--- src/hw/rtl/hbr_pkg.sv ---
// Shared types, constants and helpers for the heart-rate detector.
// Used by the interfaces, controller, datapath, divider and top level.
package hbr_pkg;

  localparam int AverageDepthDefault = 5;
  localparam int SampleBitsDefault   = 18;

  localparam int SAMPLE_W = 18;
  localparam int TIME_W   = 32;
  localparam int BPM_W    = 16;
  localparam int CFG_W    = 18;
  localparam int CFG_IDX_W = 3;

  localparam int DIV_NUM_W = 24;
  localparam int DIV_DEN_W = 16;

  // 60000 ms per minute in Q.8.
  localparam logic [DIV_NUM_W-1:0] RATE_NUMERATOR = 24'd15360000;

  typedef enum logic [CFG_IDX_W-1:0] {
    REG_LOWPASS_COEFF   = 3'd0,
    REG_HIGHPASS_COEFF  = 3'd1,
    REG_MIN_PEAK        = 3'd2,
    REG_REFRACTORY      = 3'd3,
    REG_MIN_INTERVAL    = 3'd4,
    REG_MAX_INTERVAL    = 3'd5,
    REG_MIN_VALID_BPM   = 3'd6,
    REG_MAX_VALID_BPM   = 3'd7
  } hbr_reg_t;

  typedef struct packed {
    logic [15:0] lowpass_coeff;
    logic [15:0] highpass_coeff;
    logic [17:0] min_peak_amplitude;
    logic [15:0] refractory_ms;
    logic [15:0] min_interval_ms;
    logic [15:0] max_interval_ms;
    logic [7:0]  min_valid_bpm;
    logic [7:0]  max_valid_bpm;
  } hbr_cfg_t;

  typedef struct packed {
    logic load;
    logic lp_mul;
    logic lp_upd;
    logic hp_mul;
    logic hp_upd;
    logic rate_start;
    logic rate_store;
    logic avg_update;
    logic avg_start;
    logic avg_store;
    logic out_load;
  } hbr_cmd_t;

  typedef struct packed {
    logic beat;
    logic rate_ok;
    logic div_done;
  } hbr_status_t;

  function automatic logic signed [31:0] sat32(input logic signed [39:0] v);
    logic signed [31:0] r;
    if (v > 40'sd2147483647) begin
      r = 32'sh7fffffff;
    end else if (v < -40'sd2147483648) begin
      r = 32'sh80000000;
    end else begin
      r = v[31:0];
    end
    return r;
  endfunction

endpackage

--- src/hw/rtl/hbr_if.sv ---
// Ready/valid channel interfaces for samples in and results out.
// Depends on hbr_pkg for field widths.
interface hbr_sample_if;
  logic                          valid;
  logic                          ready;
  logic [hbr_pkg::SAMPLE_W-1:0]  green_sample;
  logic [hbr_pkg::TIME_W-1:0]    time_ms;
  logic                          restart;
  modport source (output valid, green_sample, time_ms, restart, input ready);
  modport sink (input valid, green_sample, time_ms, restart, output ready);
endinterface

interface hbr_result_if;
  logic                       valid;
  logic                       ready;
  logic                       beat;
  logic                       rate_valid;
  logic [hbr_pkg::BPM_W-1:0]  smoothed_bpm;
  modport source (output valid, beat, rate_valid, smoothed_bpm, input ready);
  modport sink (input valid, beat, rate_valid, smoothed_bpm, output ready);
endinterface

--- src/hw/rtl/hbr_div.sv ---
// Restoring divider, one quotient bit per cycle.
// Depends on hbr_pkg for operand widths.
module hbr_div (
  input  logic                            clk,
  input  logic                            rst,
  input  logic                            start,
  input  logic [hbr_pkg::DIV_NUM_W-1:0]   dividend,
  input  logic [hbr_pkg::DIV_DEN_W-1:0]   divisor,
  output logic                            done,
  output logic [hbr_pkg::DIV_NUM_W-1:0]   quotient
);
  localparam int CNT_W = $clog2(hbr_pkg::DIV_NUM_W);

  logic                            busy;
  logic [CNT_W-1:0]                cnt;
  logic [hbr_pkg::DIV_NUM_W-1:0]   num;
  logic [hbr_pkg::DIV_DEN_W-1:0]   den;
  logic [hbr_pkg::DIV_DEN_W-1:0]   rem;
  logic [hbr_pkg::DIV_DEN_W:0]     rem_sh;
  logic                            fits;

  assign rem_sh = {rem, num[hbr_pkg::DIV_NUM_W-1]};
  assign fits   = rem_sh >= {1'b0, den};

  always_ff @(posedge clk) begin
    if (rst) begin
      busy <= 1'b0;
      done <= 1'b0;
      cnt  <= '0;
    end else begin
      done <= 1'b0;
      if (start) begin
        busy <= 1'b1;
        cnt  <= '0;
      end else if (busy) begin
        if (cnt == CNT_W'(hbr_pkg::DIV_NUM_W - 1)) begin
          busy <= 1'b0;
          done <= 1'b1;
        end
        cnt <= cnt + 1'b1;
      end
    end
  end

  always_ff @(posedge clk) begin
    if (start) begin
      num      <= dividend;
      den      <= divisor;
      rem      <= '0;
      quotient <= '0;
    end else if (busy) begin
      num      <= {num[hbr_pkg::DIV_NUM_W-2:0], 1'b0};
      rem      <= fits ? rem_sh[hbr_pkg::DIV_DEN_W-1:0] - den
                       : rem_sh[hbr_pkg::DIV_DEN_W-1:0];
      quotient <= {quotient[hbr_pkg::DIV_NUM_W-2:0], fits};
    end
  end
endmodule

--- src/hw/rtl/hbr_ctrl.sv ---
// Sequencing state machine for one sample at a time and the result register valid.
// Depends on hbr_pkg for the command and status structs.
module hbr_ctrl (
  input  logic                 clk,
  input  logic                 rst,
  input  logic                 in_valid,
  output logic                 in_ready,
  output logic                 out_valid,
  input  logic                 out_ready,
  input  hbr_pkg::hbr_status_t status,
  output hbr_pkg::hbr_cmd_t    cmd
);
  typedef enum logic [10:0] {
    S_IDLE   = 11'b00000000001,
    S_LPMUL  = 11'b00000000010,
    S_LPUPD  = 11'b00000000100,
    S_HPMUL  = 11'b00000001000,
    S_HPUPD  = 11'b00000010000,
    S_CHECK  = 11'b00000100000,
    S_RDIV   = 11'b00001000000,
    S_AVG    = 11'b00010000000,
    S_ASTART = 11'b00100000000,
    S_ADIV   = 11'b01000000000,
    S_DONE   = 11'b10000000000
  } state_t;

  state_t state, state_next;
  logic   out_free;

  assign in_ready = (state == S_IDLE);
  assign out_free = !out_valid || out_ready;

  always_comb begin
    state_next = state;
    cmd = '0;
    case (state)
      S_IDLE: begin
        if (in_valid) begin
          cmd.load   = 1'b1;
          state_next = S_LPMUL;
        end
      end
      S_LPMUL: begin
        cmd.lp_mul = 1'b1;
        state_next = S_LPUPD;
      end
      S_LPUPD: begin
        cmd.lp_upd = 1'b1;
        state_next = S_HPMUL;
      end
      S_HPMUL: begin
        cmd.hp_mul = 1'b1;
        state_next = S_HPUPD;
      end
      S_HPUPD: begin
        cmd.hp_upd = 1'b1;
        state_next = S_CHECK;
      end
      S_CHECK: begin
        if (!status.beat) begin
          state_next = S_DONE;
        end else if (status.rate_ok) begin
          cmd.rate_start = 1'b1;
          state_next     = S_RDIV;
        end else begin
          state_next = S_AVG;
        end
      end
      S_RDIV: begin
        if (status.div_done) begin
          cmd.rate_store = 1'b1;
          state_next     = S_AVG;
        end
      end
      S_AVG: begin
        cmd.avg_update = 1'b1;
        state_next     = S_ASTART;
      end
      S_ASTART: begin
        cmd.avg_start = 1'b1;
        state_next    = S_ADIV;
      end
      S_ADIV: begin
        if (status.div_done) begin
          cmd.avg_store = 1'b1;
          state_next    = S_DONE;
        end
      end
      S_DONE: begin
        if (out_free) begin
          cmd.out_load = 1'b1;
          state_next   = S_IDLE;
        end
      end
      default: state_next = S_IDLE;
    endcase
  end

  always_ff @(posedge clk) begin
    if (rst) begin
      state     <= S_IDLE;
      out_valid <= 1'b0;
    end else begin
      state <= state_next;
      if (cmd.out_load) begin
        out_valid <= 1'b1;
      end else if (out_ready) begin
        out_valid <= 1'b0;
      end
    end
  end
endmodule

--- src/hw/rtl/hbr_datapath.sv ---
// Filter, beat detection, rate and moving-average datapath with a shared
// multiplier and divider. Depends on hbr_pkg and hbr_div.
module hbr_datapath #(
  parameter int AVERAGE_DEPTH = hbr_pkg::AverageDepthDefault,
  parameter int SAMPLE_BITS   = hbr_pkg::SampleBitsDefault
) (
  input  logic                          clk,
  input  logic                          rst,
  input  hbr_pkg::hbr_cfg_t             cfg,
  input  hbr_pkg::hbr_cmd_t             cmd,
  output hbr_pkg::hbr_status_t          status,
  input  logic [hbr_pkg::SAMPLE_W-1:0]  green_sample,
  input  logic [hbr_pkg::TIME_W-1:0]    time_ms,
  input  logic                          restart,
  output logic                          beat,
  output logic                          rate_valid,
  output logic [hbr_pkg::BPM_W-1:0]     smoothed_bpm
);
  localparam int SLOT_W = (AVERAGE_DEPTH > 1) ? $clog2(AVERAGE_DEPTH) : 1;
  localparam int N_W    = $clog2(AVERAGE_DEPTH + 1);
  localparam int SUM_W  = hbr_pkg::BPM_W + N_W;
  localparam logic [hbr_pkg::SAMPLE_W-1:0] SAMPLE_MASK =
      (SAMPLE_BITS >= hbr_pkg::SAMPLE_W) ? '1 : hbr_pkg::SAMPLE_W'((1 << SAMPLE_BITS) - 1);

  logic [hbr_pkg::SAMPLE_W-1:0] sample;
  logic [hbr_pkg::TIME_W-1:0]   now;
  logic signed [31:0] lp, hip, hop, ssp, slope_prev;
  logic [31:0]        peak;
  logic [31:0]        last_beat;
  logic [15:0]        held;
  logic [15:0]        interval;
  logic [15:0]        win [AVERAGE_DEPTH];
  logic [SLOT_W-1:0]  slot;
  logic               full;
  logic [SUM_W-1:0]   sum;
  logic [N_W-1:0]     count;
  logic               beat_r, rate_ok_r;
  logic [15:0]        smooth;

  logic signed [33:0] mul_a;
  logic signed [16:0] mul_b;
  logic signed [50:0] prod;
  logic signed [34:0] rounded;
  logic signed [31:0] lp_new, hp_new, diff;
  logic [31:0]        mag, peak_new, since;
  logic               crossing, beat_now;
  logic [SUM_W-1:0]   sum_new;
  logic [N_W-1:0]     count_new;
  logic               wrap;

  logic                            div_start, div_done;
  logic [hbr_pkg::DIV_NUM_W-1:0]   div_num, div_q;
  logic [hbr_pkg::DIV_DEN_W-1:0]   div_den;

  // Shared multiplier operands: low-pass error or high-pass sum.
  always_comb begin
    if (cmd.hp_mul) begin
      mul_a = 34'(hop) + 34'(lp) - 34'(hip);
      mul_b = {1'b0, cfg.highpass_coeff};
    end else begin
      mul_a = $signed({8'd0, sample & SAMPLE_MASK, 8'd0}) - 34'(lp);
      mul_b = {1'b0, cfg.lowpass_coeff};
    end
  end

  assign rounded = 35'((prod + 51'sd32768) >>> 16);
  assign lp_new  = hbr_pkg::sat32(40'(lp) + 40'(rounded));
  assign hp_new  = hbr_pkg::sat32(40'(rounded));
  assign diff    = hbr_pkg::sat32(40'(hp_new) - 40'(ssp));
  assign mag     = hp_new[31] ? 32'(-33'(hp_new)) : 32'(hp_new);
  assign peak_new = (mag > peak) ? mag : peak;
  assign crossing = (slope_prev > 0) && (diff <= 0);
  assign since    = now - last_beat;
  assign beat_now = crossing && (since > 32'(cfg.refractory_ms))
                 && (peak_new >= {6'd0, cfg.min_peak_amplitude, 8'd0});

  assign wrap      = (slot == SLOT_W'(AVERAGE_DEPTH - 1));
  assign sum_new   = sum - SUM_W'(win[slot]) + SUM_W'(held);
  assign count_new = (full || wrap) ? N_W'(AVERAGE_DEPTH) : N_W'(slot) + 1'b1;

  assign div_start = cmd.rate_start || cmd.avg_start;
  always_comb begin
    if (cmd.rate_start) begin
      div_num = hbr_pkg::RATE_NUMERATOR + hbr_pkg::DIV_NUM_W'(interval >> 1);
      div_den = interval;
    end else begin
      div_num = hbr_pkg::DIV_NUM_W'(sum) + hbr_pkg::DIV_NUM_W'(count >> 1);
      div_den = hbr_pkg::DIV_DEN_W'(count);
    end
  end

  hbr_div u_div (
    .clk      (clk),
    .rst      (rst),
    .start    (div_start),
    .dividend (div_num),
    .divisor  (div_den),
    .done     (div_done),
    .quotient (div_q)
  );

  assign status.beat     = beat_r;
  assign status.rate_ok  = rate_ok_r;
  assign status.div_done = div_done;

  always_ff @(posedge clk) begin
    if (cmd.lp_mul || cmd.hp_mul) begin
      prod <= mul_a * mul_b;
    end
    if (cmd.load) begin
      sample <= green_sample;
      now    <= time_ms;
    end
  end

  always_ff @(posedge clk) begin
    if (rst || (cmd.load && restart)) begin
      lp         <= '0;
      hip        <= '0;
      hop        <= '0;
      ssp        <= '0;
      slope_prev <= '0;
      peak       <= '0;
      last_beat  <= '0;
      held       <= '0;
      slot       <= '0;
      full       <= 1'b0;
      sum        <= '0;
      for (int i = 0; i < AVERAGE_DEPTH; i++) begin
        win[i] <= '0;
      end
    end else begin
      if (cmd.lp_upd) begin
        lp <= lp_new;
      end
      if (cmd.hp_upd) begin
        hip        <= lp;
        hop        <= hp_new;
        ssp        <= hp_new;
        slope_prev <= diff;
        peak       <= crossing ? 32'd0 : peak_new;
        if (beat_now) begin
          last_beat <= now;
        end
      end
      if (cmd.rate_store) begin
        held <= (div_q > 24'd65535) ? 16'hffff : div_q[15:0];
      end
      if (cmd.avg_update) begin
        win[slot] <= held;
        sum       <= sum_new;
        slot      <= wrap ? '0 : slot + 1'b1;
        full      <= full || wrap;
      end
    end
  end

  always_ff @(posedge clk) begin
    if (cmd.hp_upd) begin
      beat_r    <= beat_now;
      rate_ok_r <= (since > 32'(cfg.min_interval_ms)) && (since < 32'(cfg.max_interval_ms));
      interval  <= since[15:0];
      smooth    <= '0;
    end
    if (cmd.avg_update) begin
      count <= count_new;
    end
    if (cmd.avg_store) begin
      smooth <= (div_q > 24'd65535) ? 16'hffff : div_q[15:0];
    end
    if (cmd.out_load) begin
      beat         <= beat_r;
      rate_valid   <= beat_r && (held > {cfg.min_valid_bpm, 8'd0})
                             && (held < {cfg.max_valid_bpm, 8'd0});
      smoothed_bpm <= smooth;
    end
  end
endmodule

--- src/hw/rtl/ppg_heartbeat_rate_detector.sv ---
// Top level of the PPG heart-rate detector: configuration registers,
// controller and datapath. Depends on hbr_pkg, hbr_if, hbr_ctrl, hbr_datapath.
//
// Usage: each request on the samples channel carries one green sample, its
// millisecond timestamp and a restart flag; each produces exactly one request
// on the results channel (beat flag, rate-valid flag, smoothed rate in Q8.8).
// Configuration is written through cfg_we / cfg_index / cfg_data, one register
// per cycle; the user writes it only while no sample is in flight, which the
// block does not enforce. Samples are handled one at a time. A sample that
// completes no beat runs only the load, filter and check states; a beat adds
// the averaging division, and the rate division before it when the rate is
// recomputed, each on the 24-step restoring divider. The next sample is
// accepted the cycle after the result is loaded into the output register.
// Reset (synchronous, rst high) loads the register defaults and clears the
// filter, peak, last-beat and window state; restart on a sample clears the
// same state except the registers. If the receiver stalls, the result
// register holds and the block finishes at most one more sample, then waits.
module ppg_heartbeat_rate_detector #(
  parameter int AVERAGE_DEPTH = hbr_pkg::AverageDepthDefault,
  parameter int SAMPLE_BITS   = hbr_pkg::SampleBitsDefault
) (
  input  logic                          clk,
  input  logic                          rst,
  hbr_sample_if.sink                    samples,
  hbr_result_if.source                  results,
  input  logic                          cfg_we,
  input  logic [hbr_pkg::CFG_IDX_W-1:0] cfg_index,
  input  logic [hbr_pkg::CFG_W-1:0]     cfg_data
);
  hbr_pkg::hbr_cfg_t    cfg;
  hbr_pkg::hbr_cmd_t    cmd;
  hbr_pkg::hbr_status_t status;

  always_ff @(posedge clk) begin
    if (rst) begin
      cfg.lowpass_coeff      <= 16'd15667;
      cfg.highpass_coeff     <= 16'd63540;
      cfg.min_peak_amplitude <= 18'd40;
      cfg.refractory_ms      <= 16'd300;
      cfg.min_interval_ms    <= 16'd300;
      cfg.max_interval_ms    <= 16'd2000;
      cfg.min_valid_bpm      <= 8'd30;
      cfg.max_valid_bpm      <= 8'd200;
    end else if (cfg_we) begin
      case (hbr_pkg::hbr_reg_t'(cfg_index))
        hbr_pkg::REG_LOWPASS_COEFF:  cfg.lowpass_coeff      <= cfg_data[15:0];
        hbr_pkg::REG_HIGHPASS_COEFF: cfg.highpass_coeff     <= cfg_data[15:0];
        hbr_pkg::REG_MIN_PEAK:       cfg.min_peak_amplitude <= cfg_data;
        hbr_pkg::REG_REFRACTORY:     cfg.refractory_ms      <= cfg_data[15:0];
        hbr_pkg::REG_MIN_INTERVAL:   cfg.min_interval_ms    <= cfg_data[15:0];
        hbr_pkg::REG_MAX_INTERVAL:   cfg.max_interval_ms    <= cfg_data[15:0];
        hbr_pkg::REG_MIN_VALID_BPM:  cfg.min_valid_bpm      <= cfg_data[7:0];
        hbr_pkg::REG_MAX_VALID_BPM:  cfg.max_valid_bpm      <= cfg_data[7:0];
        default: ;
      endcase
    end
  end

  hbr_ctrl u_ctrl (
    .clk       (clk),
    .rst       (rst),
    .in_valid  (samples.valid),
    .in_ready  (samples.ready),
    .out_valid (results.valid),
    .out_ready (results.ready),
    .status    (status),
    .cmd       (cmd)
  );

  hbr_datapath #(
    .AVERAGE_DEPTH (AVERAGE_DEPTH),
    .SAMPLE_BITS   (SAMPLE_BITS)
  ) u_datapath (
    .clk          (clk),
    .rst          (rst),
    .cfg          (cfg),
    .cmd          (cmd),
    .status       (status),
    .green_sample (samples.green_sample),
    .time_ms      (samples.time_ms),
    .restart      (samples.restart),
    .beat         (results.beat),
    .rate_valid   (results.rate_valid),
    .smoothed_bpm (results.smoothed_bpm)
  );

  // A sample that has been taken keeps the input closed while it is processed.
  a_busy_after_accept: assert property (@(posedge clk) disable iff (rst)
    samples.valid && samples.ready |=> !samples.ready)
    else $error("input accepted again while a sample is in flight");

  // A valid rate only comes with a beat.
  a_rate_needs_beat: assert property (@(posedge clk) disable iff (rst)
    results.valid |-> (!results.rate_valid || results.beat))
    else $error("rate_valid without beat");

  // Without a beat the smoothed rate reads zero.
  a_no_beat_zero: assert property (@(posedge clk) disable iff (rst)
    results.valid && !results.beat |-> results.smoothed_bpm == '0)
    else $error("nonzero smoothed rate without beat");
endmodule

--- src/flat_wrapper.sv ---
// flat-port wrapper written by rule: the top's interface ports become plain ports
module ppg_heartbeat_rate_detector_flat 
#(
  parameter int AVERAGE_DEPTH = hbr_pkg::AverageDepthDefault,
  parameter int SAMPLE_BITS   = hbr_pkg::SampleBitsDefault
)
  (clk, rst, cfg_we, cfg_index, cfg_data, samples_valid, samples_green_sample, samples_time_ms, samples_restart, samples_ready, results_valid, results_beat, results_rate_valid, results_smoothed_bpm, results_ready);
  hbr_sample_if samples_i ();
  hbr_result_if results_i ();
  input  logic clk;
  input  logic rst;
  input  logic cfg_we;
  input  logic [hbr_pkg::CFG_IDX_W-1:0] cfg_index;
  input  logic [hbr_pkg::CFG_W-1:0] cfg_data;
  input wire logic [$bits(samples_i.valid)-1:0] samples_valid;
  input wire logic [$bits(samples_i.green_sample)-1:0] samples_green_sample;
  input wire logic [$bits(samples_i.time_ms)-1:0] samples_time_ms;
  input wire logic [$bits(samples_i.restart)-1:0] samples_restart;
  output wire logic [$bits(samples_i.ready)-1:0] samples_ready;
  output wire logic [$bits(results_i.valid)-1:0] results_valid;
  output wire logic [$bits(results_i.beat)-1:0] results_beat;
  output wire logic [$bits(results_i.rate_valid)-1:0] results_rate_valid;
  output wire logic [$bits(results_i.smoothed_bpm)-1:0] results_smoothed_bpm;
  input wire logic [$bits(results_i.ready)-1:0] results_ready;
  assign samples_i.valid = samples_valid;
  assign samples_i.green_sample = samples_green_sample;
  assign samples_i.time_ms = samples_time_ms;
  assign samples_i.restart = samples_restart;
  assign samples_ready = samples_i.ready;
  assign results_valid = results_i.valid;
  assign results_beat = results_i.beat;
  assign results_rate_valid = results_i.rate_valid;
  assign results_smoothed_bpm = results_i.smoothed_bpm;
  assign results_i.ready = results_ready;
  ppg_heartbeat_rate_detector #(.AVERAGE_DEPTH(AVERAGE_DEPTH), .SAMPLE_BITS(SAMPLE_BITS)) u_core (.clk(clk), .rst(rst), .samples(samples_i), .results(results_i), .cfg_we(cfg_we), .cfg_index(cfg_index), .cfg_data(cfg_data));
endmodule
--- config.mk ---
export PLATFORM = sky130hd
export DESIGN_NAME = ppg_heartbeat_rate_detector_flat
export DESIGN_NICKNAME = d
export VERILOG_FILES = /design/src/hw/rtl/hbr_pkg.sv /design/src/hw/rtl/hbr_if.sv /design/src/hw/rtl/hbr_div.sv /design/src/hw/rtl/hbr_ctrl.sv /design/src/hw/rtl/hbr_datapath.sv /design/src/hw/rtl/ppg_heartbeat_rate_detector.sv /design/src/flat_wrapper.sv
export SDC_FILE = /design/constraint.sdc
export NUM_CORES = 2
export LEC_CHECK = 0
export CAP_MARGIN = 0
export CELL_PAD_IN_SITES_DETAIL_PLACEMENT = 1
export CELL_PAD_IN_SITES_GLOBAL_PLACEMENT = 1
export CORE_MARGIN = 2
export CORE_UTILIZATION = 45
export CTS_CLUSTER_DIAMETER = 80
export DETAILED_ROUTE_END_ITERATION = 10
export DONT_BUFFER_PORTS = 1
export GPL_ROUTABILITY_DRIVEN = 0
export MAX_ROUTING_LAYER = met4
export PLACE_DENSITY_LB_ADDON = 0.1
export SETUP_SLACK_MARGIN = 0.3
export SKIP_CTS_REPAIR_TIMING = 1
export SYNTH_ARGS = -nofsm -noshare
export SYNTH_HDL_FRONTEND = slang
export SYNTH_SLANG_ARGS = --single-unit
--- constraint.sdc ---
create_clock -name clk -period 14.2 [get_ports clk]
set_clock_uncertainty 0.15 [all_clocks]
set_input_delay 0 -clock clk [delete_from_list [all_inputs] [get_ports clk]]
set_output_delay 0 -clock clk [all_outputs]
set_load 0.05 [all_outputs]
==> impl_metrics.tcl <==
set metrics [dict create \
    totalWireLength_mm 202 \
    die_width_um 374 \
    grt_max_degree 129 \
    top_register "u_core.u_datapath.win" \
    io_buffer_count 0 \
    largest_reg_flops 128 \
    synth_seq_cells 716 \
    netlist_instances 6844 \
    crit_top_cell "fa_1" \
    clk_pin_slew_worst_paths_ns 0.06 \
    layout_setup_ws_ns 1.63 \
    num_rows 135 \
    hold_ws_ns 0.0455 \
    hold_viol 0 \
    clock_latency_ns 0.73 \
    grt_antenna_before_repair 15 \
    grt_pass1_vias 52000 \
    synth_nets 7911 \
    h-tree-depth 3 \
    cts_max_path_buffers 3 \
    grt_usage 0.292 \
    synth-edff-count 309 \
    largestRegisters "u_core.u_datapath.win x128, u_core.cfg x114, u_core.u_datapath.prod x36" \
    cp_max_fo 12 \
    ant_nets 0 \
    fmax_mhz 79.6 \
    cp.required_ns 14.44 \
    setup.worst_path.end_class "register" \
    async_flop_share 0 \
    critical_path.max_stage_delay_ns 0.73 \
    synth_ff_type "dfxtp_1" \
    ios 97 \
    post_drt_via_cell_ratio 5.65 \
    crit_slowest_cell "nor2_1" \
    cp-start-kind "register" \
    clkSinkCount 716 \
    dp_slack_ns 1.81 \
    avgSynthCellArea_um2 8.99 \
    grt_overflow 0 \
    period_share 0.885 \
    grt_pass1_wl_mm 309 \
    layout_min_cycle_time_ns 12.57 \
    seq_area_frac_synth 0.283 \
    drive_above_1_share 0.0574 \
    cts_buffers 88 \
    first_pass_iters 7 \
    ys_types 104 \
    root_buffer "clkbuf_16" \
    die_area_um2 140000 \
    tightest_slew_ns 1.21 \
    initial_core_util 0.453 \
    worstSetupPathType "register to register" \
    fin_tns_setup_ns 0 \
    setup-violations-final 0 \
    yosysWarnings 0 \
    min_path_type "input pin to register" \
    fp.dieH_um 374 \
    rsz0062_at_grt "false" \
    cts_tree "done" \
    nets 7965 \
    num_vias 49500 \
    fp.coreArea_um2 136000 \
    slew_violations 0 \
    maxCapViolations 0 \
    cp.arrival_ns 12.80 \
    status "finished clean" \
    relSlewSlack 0.193 \
    netlist_area_um2 61500 \
    dp_hpwl_mm 151 \
    drcViolationCount 0 \
    drt_iter0_markers 3201 \
    avgRoutedWirePerCell_um 23.0 \
    synthToLayoutAreaGrowth_pct 10.7 \
]
## placed cells by master (no fill, tap or decap), types with 27 or more instances in the layout
cell / instances
or3_1: 27
a21o_1: 90
buf_4: 109
xor2_1: 82
nor4_1: 62
nand3_1: 72
a31oi_1: 29
a22o_1: 32
and3_1: 36
dfxtp_1: 405
nand4_1: 65
mux2_2: 29
nand2b_1: 49
mux4_2: 32
dlygate4sd3_1: 154
a221oi_1: 33
nand3b_1: 33
fa_1: 568
and2_1: 152
nor2_1: 462
o21ai_0: 182
mux2i_1: 92
nand2_1: 982
maj3_1: 29
ha_1: 422
clkbuf_16: 90
edfxtp_1: 309
xnor2_1: 177
a211oi_1: 92
inv_1: 1006
a21oi_1: 404
nor3_1: 121
nor2b_1: 53
## metrics by stage
stage,cells,instance area [µm²],util
2_1_floorplan,6844,61500,-
3_3_place_gp,8434,63400,0.468
3_5_place_dp,8434,63400,0.468
4_1_cts,8597,66500,0.490
5_1_grt,8760,68100,0.502
6_report,8762,68100,0.502
## path summary, 6_finish.rpt
path / end / slack (ns) / from / cells past startpoint
min reg2reg: u_core.u_datapath.smoothed_bpm[6]$_DFFE_PP_ / 0.27 / u_core.u_datapath.smooth[6]$_SDFFCE_PN0P_ / 0
min: u_core.cfg[108]$_SDFFE_PP1P_ / 0.05 / cfg_we / 4
max: u_core.u_datapath.prod[50]$_DFFE_PP_ / 1.63 / u_core.u_datapath.lp[1]$_SDFFE_PP0P_ / 39
max reg2reg: u_core.u_datapath.prod[50]$_DFFE_PP_ / 1.63 / u_core.u_datapath.lp[1]$_SDFFE_PP0P_ / 39
## layer usage
| metal | part of all wire | up-vias | GRT usage |
|---|---|---|---|
| li1 | - | 22900 | - |
| met1 | 0.47 | 25300 | 0.401 |
| met2 | 0.46 | 1136 | 0.465 |
| met3 | 0.050 | 226 | 0.0355 |
| met4 | 0.020 | 0 | 0.0599 |
| met5 | 0 | - | - |
## worst max-delay path: cells and delay by family (launching register included)
kind / cells / cell delay, ns
buffers and inverters: 4 / 0.56
AOI/OAI and AO/OA: 19 / 5.21
and+or+nand+nor: 6 / 1.24
xor gates and xnor gates: 1 / 0.08
DFF: 1 / 0.45
adders and majority gates: 9 / 4.56
## synthesized netlist by cell type, types with 23 or more instances
master / number / area share
o21bai_1: 24 / 0.0029
inv_1: 1007 / 0.061
a22o_1: 32 / 0.0046
nand3_1: 72 / 0.0059
mux2_2: 29 / 0.0053
a21oi_1: 405 / 0.033
fa_1: 568 / 0.18
o21a_1: 24 / 0.0029
a221oi_1: 33 / 0.0047
a21o_1: 91 / 0.011
ha_1: 422 / 0.086
o211ai_1: 23 / 0.0028
maj3_1: 29 / 0.0047
and2_1: 153 / 0.016
xor2_1: 82 / 0.012
or3_1: 28 / 0.0028
dfxtp_1: 407 / 0.13
mux2i_1: 95 / 0.015
nor4_1: 62 / 0.0063
a211oi_1: 92 / 0.011
a211o_1: 24 / 0.0034
a31oi_1: 29 / 0.0029
nand4_1: 65 / 0.0066
nor2_1: 468 / 0.029
mux4_2: 32 / 0.012
nand2b_1: 49 / 0.0050
edfxtp_1: 309 / 0.15
and3_1: 36 / 0.0037
o21ai_0: 200 / 0.016
xnor2_1: 178 / 0.025
nand3b_1: 33 / 0.0040
nand2_1: 985 / 0.060
clkbuf_1: 253 / 0.015
nor3_1: 123 / 0.010
nor2b_1: 54 / 0.0055
## area by class of cell
type / count / area [µm²]
Fill cell: 15600 / 67500
Antenna cell: 10 / 25.0
Multi-Input combinational cell: 4815 / 39200
Clock buffer: 132 / 2590
Clock inverter: 31 / 483
Sequential cell: 716 / 17400
Tap cell: 1781 / 2230
Timing Repair Buffer: 264 / 2390
Inverter: 1013 / 3810
## kinds of logic (layout without fill, tap and decap cells)
| kind of cell | count (synthesis) | after routing | share of synthesized area |
|---|---|---|---|
| other | 0 | 10 | 0 |
| AO/OA/AOI/OAI | 1149 | 1149 | 0.120 |
| AND/OR/NAND/NOR | 2230 | 2230 | 0.169 |
| multiplexers | 156 | 156 | 0.0325 |
| flip-flops | 716 | 716 | 0.283 |
| buffers and inverters | 1313 | 1440 | 0.0823 |
| XOR/XNOR | 261 | 261 | 0.0375 |
| adder cells (fa/ha/maj) | 1019 | 1019 | 0.275 |
Power is left out: the tool's default activity adds up to more than one toggle a clock period on the data nets, which glitch-free logic cannot reach.
